**src/rtl/core/qpr_pkg.sv**
```systemverilog
// Shared constants, register indexes and types of the quaternion point rotator.
package qpr_pkg;

    localparam int COORD_WIDTH = 32;
    localparam int QUAT_WIDTH  = 18;
    localparam int QUAT_FRAC   = 16;

    // Offset point, products, sums and rounded results of both passes.
    localparam int D_W  = COORD_WIDTH + 1;
    localparam int P1_W = D_W + QUAT_WIDTH;
    localparam int S1_W = P1_W + 2;
    localparam int T_W  = S1_W - QUAT_FRAC;
    localparam int P2_W = T_W + QUAT_WIDTH;
    localparam int S2_W = P2_W + 2;
    localparam int R_W  = S2_W - QUAT_FRAC;

    localparam int TDATA_W    = ((3 * COORD_WIDTH + 7) / 8) * 8;
    localparam int CFG_ADDR_W = 3;

    localparam logic [CFG_ADDR_W-1:0] REG_ORIGIN_X = 3'd0;
    localparam logic [CFG_ADDR_W-1:0] REG_ORIGIN_Y = 3'd1;
    localparam logic [CFG_ADDR_W-1:0] REG_ORIGIN_Z = 3'd2;
    localparam logic [CFG_ADDR_W-1:0] REG_QUAT_W   = 3'd3;
    localparam logic [CFG_ADDR_W-1:0] REG_QUAT_X   = 3'd4;
    localparam logic [CFG_ADDR_W-1:0] REG_QUAT_Y   = 3'd5;
    localparam logic [CFG_ADDR_W-1:0] REG_QUAT_Z   = 3'd6;

    localparam logic signed [QUAT_WIDTH-1:0] QUAT_ONE = QUAT_WIDTH'(1) << QUAT_FRAC;

    localparam logic signed [COORD_WIDTH-1:0] COORD_MAX = {1'b0, {(COORD_WIDTH-1){1'b1}}};
    localparam logic signed [COORD_WIDTH-1:0] COORD_MIN = {1'b1, {(COORD_WIDTH-1){1'b0}}};

    typedef struct packed {
        logic signed [QUAT_WIDTH-1:0] w;
        logic signed [QUAT_WIDTH-1:0] x;
        logic signed [QUAT_WIDTH-1:0] y;
        logic signed [QUAT_WIDTH-1:0] z;
    } quat_t;

endpackage

```
**src/rtl/core/qpr_offset.sv**
```systemverilog
// First pipeline stage: subtracts the rotation origin from the incoming point.
module qpr_offset (
    input  logic                                  clk,
    input  logic                                  rst_n,
    input  logic                                  in_valid,
    output logic                                  in_ready,
    input  logic signed [qpr_pkg::COORD_WIDTH-1:0] pos_x,
    input  logic signed [qpr_pkg::COORD_WIDTH-1:0] pos_y,
    input  logic signed [qpr_pkg::COORD_WIDTH-1:0] pos_z,
    input  logic                                  in_last,
    input  logic signed [qpr_pkg::COORD_WIDTH-1:0] origin_x,
    input  logic signed [qpr_pkg::COORD_WIDTH-1:0] origin_y,
    input  logic signed [qpr_pkg::COORD_WIDTH-1:0] origin_z,
    output logic                                  out_valid,
    input  logic                                  out_ready,
    output logic signed [qpr_pkg::D_W-1:0]         dx,
    output logic signed [qpr_pkg::D_W-1:0]         dy,
    output logic signed [qpr_pkg::D_W-1:0]         dz,
    output logic                                  out_last
);
    import qpr_pkg::*;

    logic                  valid_reg;
    logic signed [D_W-1:0] dx_reg, dy_reg, dz_reg;
    logic signed [D_W-1:0] dx_next, dy_next, dz_next;
    logic                  last_reg;
    logic                  en;

    assign en       = !valid_reg || out_ready;
    assign in_ready = en;

    assign dx_next = D_W'(pos_x) - D_W'(origin_x);
    assign dy_next = D_W'(pos_y) - D_W'(origin_y);
    assign dz_next = D_W'(pos_z) - D_W'(origin_z);

    always_ff @(posedge clk or negedge rst_n)
    begin
        if (!rst_n)
        begin
            valid_reg <= 1'b0;
        end
        else if (en)
        begin
            valid_reg <= in_valid;
        end
    end

    always_ff @(posedge clk)
    begin
        if (en && in_valid)
        begin
            dx_reg   <= dx_next;
            dy_reg   <= dy_next;
            dz_reg   <= dz_next;
            last_reg <= in_last;
        end
    end

    assign out_valid = valid_reg;
    assign dx        = dx_reg;
    assign dy        = dy_reg;
    assign dz        = dz_reg;
    assign out_last  = last_reg;

endmodule

```
**config.mk**
```make
export PLATFORM = sky130hd
export DESIGN_NAME = qpr_offset
export DESIGN_NICKNAME = d
export VERILOG_FILES = /design/src/rtl/core/qpr_pkg.sv /design/src/rtl/core/qpr_offset.sv
export SDC_FILE = /design/constraint.sdc
export NUM_CORES = 1
export LEC_CHECK = 0
export BUFFER_PORTS_ARGS = -buffer_cell sky130_fd_sc_hd__buf_2
export CAP_MARGIN = 20
export CELL_PAD_IN_SITES_DETAIL_PLACEMENT = 1
export CELL_PAD_IN_SITES_GLOBAL_PLACEMENT = 1
export CORE_MARGIN = 8
export CORE_UTILIZATION = 30
export CTS_BUF_LIST = sky130_fd_sc_hd__clkbuf_4
export DETAILED_ROUTE_END_ITERATION = 7
export HOLD_SLACK_MARGIN = 0.12
export PLACE_DENSITY = 0.79
export SLEW_MARGIN = 10
export SYNTH_ARGS = -nofsm -noshare
export SYNTH_HDL_FRONTEND = slang
export SYNTH_SLANG_ARGS = --single-unit
```
**constraint.sdc**
```tcl
create_clock -name clk -period 3.4 [get_ports clk]
set_input_delay 0 -clock clk [delete_from_list [all_inputs] [get_ports clk]]
set_output_delay 0 -clock clk [all_outputs]
set_load 0.005 [all_outputs]
```
==> out/results.ini <==
[clock_tree]
clkTransAtPathRegs_ps=170
cts_made_buffers=9
htreeDepth=3
cts_tree=built
cts_root_buf=clkbuf_4
clk-insertion-delay-late_ps=490
clockBufferDepth=2
cts.sink_count=101

[floorplan]
start_util=0.305
dieArea_um2=34000
die_h_um=184
die_w_um=184
rows=61
coreArea_um2=27900
ioPinCount=299

[final_layout]
drive_gt1_frac=0.245
postLayoutCellArea_um2=12600
nFillCells=3296
nets=1706
area_growth_syn_to_layout_pct=47.9
ff_latch_area_um2=3030
multi_input_area_um2=4940
final_util=0.451

[placement]
gp_congestion=0.915
dp_hpwl_mm=24.0
post-place-ws_ps=687
placed_cell_area_um2=10400
port-buffer-count=298

[logic_synthesis]
synthCells=919
yosys.area.top_type=edfxtp_1
yosysMostFrequentCell=inv_1
synth-seq-cells=101
netlist-cell-type-count=76
synth-main-ff-cell=edfxtp_1
syn-cell-area_um2=8500
yosys_warnings=0
async_flop_share=0.00990
syn-num-nets=1215
ys_top_cells_by_count=inv_1 (123), edfxtp_1 (100), ha_1 (96)
yosysSeqAreaShare=0.356
synthTopCellsByArea=edfxtp_1 (35%), ha_1 (14%), a21oi_1 (5.5%)
synth_edf_count=100
avgSynthCellArea_um2=9.25
synth_top_area_frac=0.353

[drt]
via_count=9018
first_pass_iters=4
ant_nets=0
wl_per_cell_um=18.8
drtIter0Drc=412
wirelength_mm=33.8
routed_via_density=5.02
drc_errors=0

[setup_path]
reg2reg_to=dy[5]
worstPathArrival_ps=3640
cp_max_fo=5
end_kind=register
reg2reg_slack_ps=1780
cp.required_ps=3670
r2r_cells=3
crit_start=pos_y[13]
crit_end=dy[31]
start_kind=primary input
worst-setup-path-type=primary input to register
crit-reg2reg-launch=out_valid

[sta]
slew_headroom=0.510
maxSlewViolCount=0
min_period_over_period=0.992
fin_ws_ps=28.5
hold_violations=0
fin_crit_ps=3370
tightest_slew_ps=727
fin_worst_skew_ps=10.3
hold_slack_ps=161
setup_viol_count_final=0
fmax_mhz=297

[min_path]
hold_class=primary input to register

[power]
powerDensity_nw_per_um2=333
worst_ir_drop_vdd_mv=0.202
power_leakage_nw=5.89

[flow_run]
maxCapViolCount=0

[global_routing]
track_usage=0.192
grt_max_degree=101
antenna_found_initial=4
grt_pass1_wl_mm=52.1
grt_overflow=0
grt_pass1_vias=10000

[outcome]
outcome=finished clean

worst max-delay path: stages:
cell,delay [ps]
dlygate4sd3_1,530
buf_2,120
ha_1,360
dlygate4sd3_1,590
inv_1,80
nor2_1,50
a22oi_1,190
nand3_1,180
or2_2,360
a31oi_1,330
o21ai_1,140
xor2_1,160
dlygate4sd3_1,560
worst min-delay path by stage:
stage                       startpoint         to  slack [ps]  depth (start not counted)
after floorplan                  rst_n  out_valid        -300                          0
after global placement           rst_n  out_valid        -220                          1
after detailed placement         rst_n  out_valid        -210                          1
after CTS                    pos_z[25]     dz[25]         120                          4
after global routing      origin_x[31]     dx[32]         140                          5
final                     origin_z[12]     dz[12]         160                          4
stage by stage:
| stage | power, W | std cells | setup TNS (ps) |
|---|---|---|---|
| 6_report | 0.00419 | 1798 | 0 |
| 5_1_grt | 0.00442 | 1797 | -1.36 |
| 4_1_cts | 0.00415 | 1792 | 0 |
| 3_5_place_dp | 0.00309 | 1577 | 0 |
| 3_3_place_gp | 0.00304 | 1577 | 0 |
| 2_1_floorplan | 0.00255 | 919 | 0 |
routing by layer:
metal	up-vias	global-route usage	wire, µm
met5	-	0	0
met3	79	0.0327	1690
met1	4331	0.207	13200
met4	0	0.0962	1540
met2	306	0.357	17400
li1	4302	-	-
layout by cell type, fill, tap and decap left out, types with 15 or more instances in the layout:
master	count
xor2_1	35
a21o_1	34
dlygate4sd3_1	199
nand2_1	69
a21oi_1	93
ha_1	96
o21ai_0	44
inv_1	123
nor2b_1	15
nand4_1	15
buf_2	298
nor2_1	44
xnor2_1	49
edfxtp_1	100
cell type report:
| class | count | share of cell area |
|---|---|---|
| Antenna cell | 5 | 0.000995 |
| Tap cell | 378 | 0.0376 |
| Clock inverter | 6 | 0.00617 |
| Inverter | 123 | 0.0367 |
| Timing Repair Buffer | 499 | 0.279 |
| Clock buffer | 10 | 0.00597 |
| Multi-Input combinational cell | 676 | 0.393 |
| Sequential cell | 101 | 0.241 |
report_power, final:
part	switching, W	internal [W]	leakage, nW
Sequential	0.0000481	0.00158	0.963
Combinational	0.000907	0.000885	4.84
Clock	0.000466	0.000300	0.0853
Total	0.00142	0.00277	5.89
cells by family after synthesis:
logic type	after synthesis	share of synthesized area
multiplexers	1	0.00118
AND/OR/NAND/NOR	211	0.124
adder cells (fa/ha/maj)	99	0.148
buffers and inverters	142	0.0640
AO/OA/AOI/OAI	281	0.220
XOR/XNOR	84	0.0865
flip-flops	101	0.356
what timing repair did:
| item | 4_1_cts | 5_1_grt |
|---|---|---|
| setup buffers | 0 | 1 |
| resized for setup | 0 | 1 |
| endpoints found under the setup margin | 0 | 1 |
| hold buffers | 199 | 0 |
| hold endpoints to repair | 95 | 0 |
(Power assumes the default switching activity.)
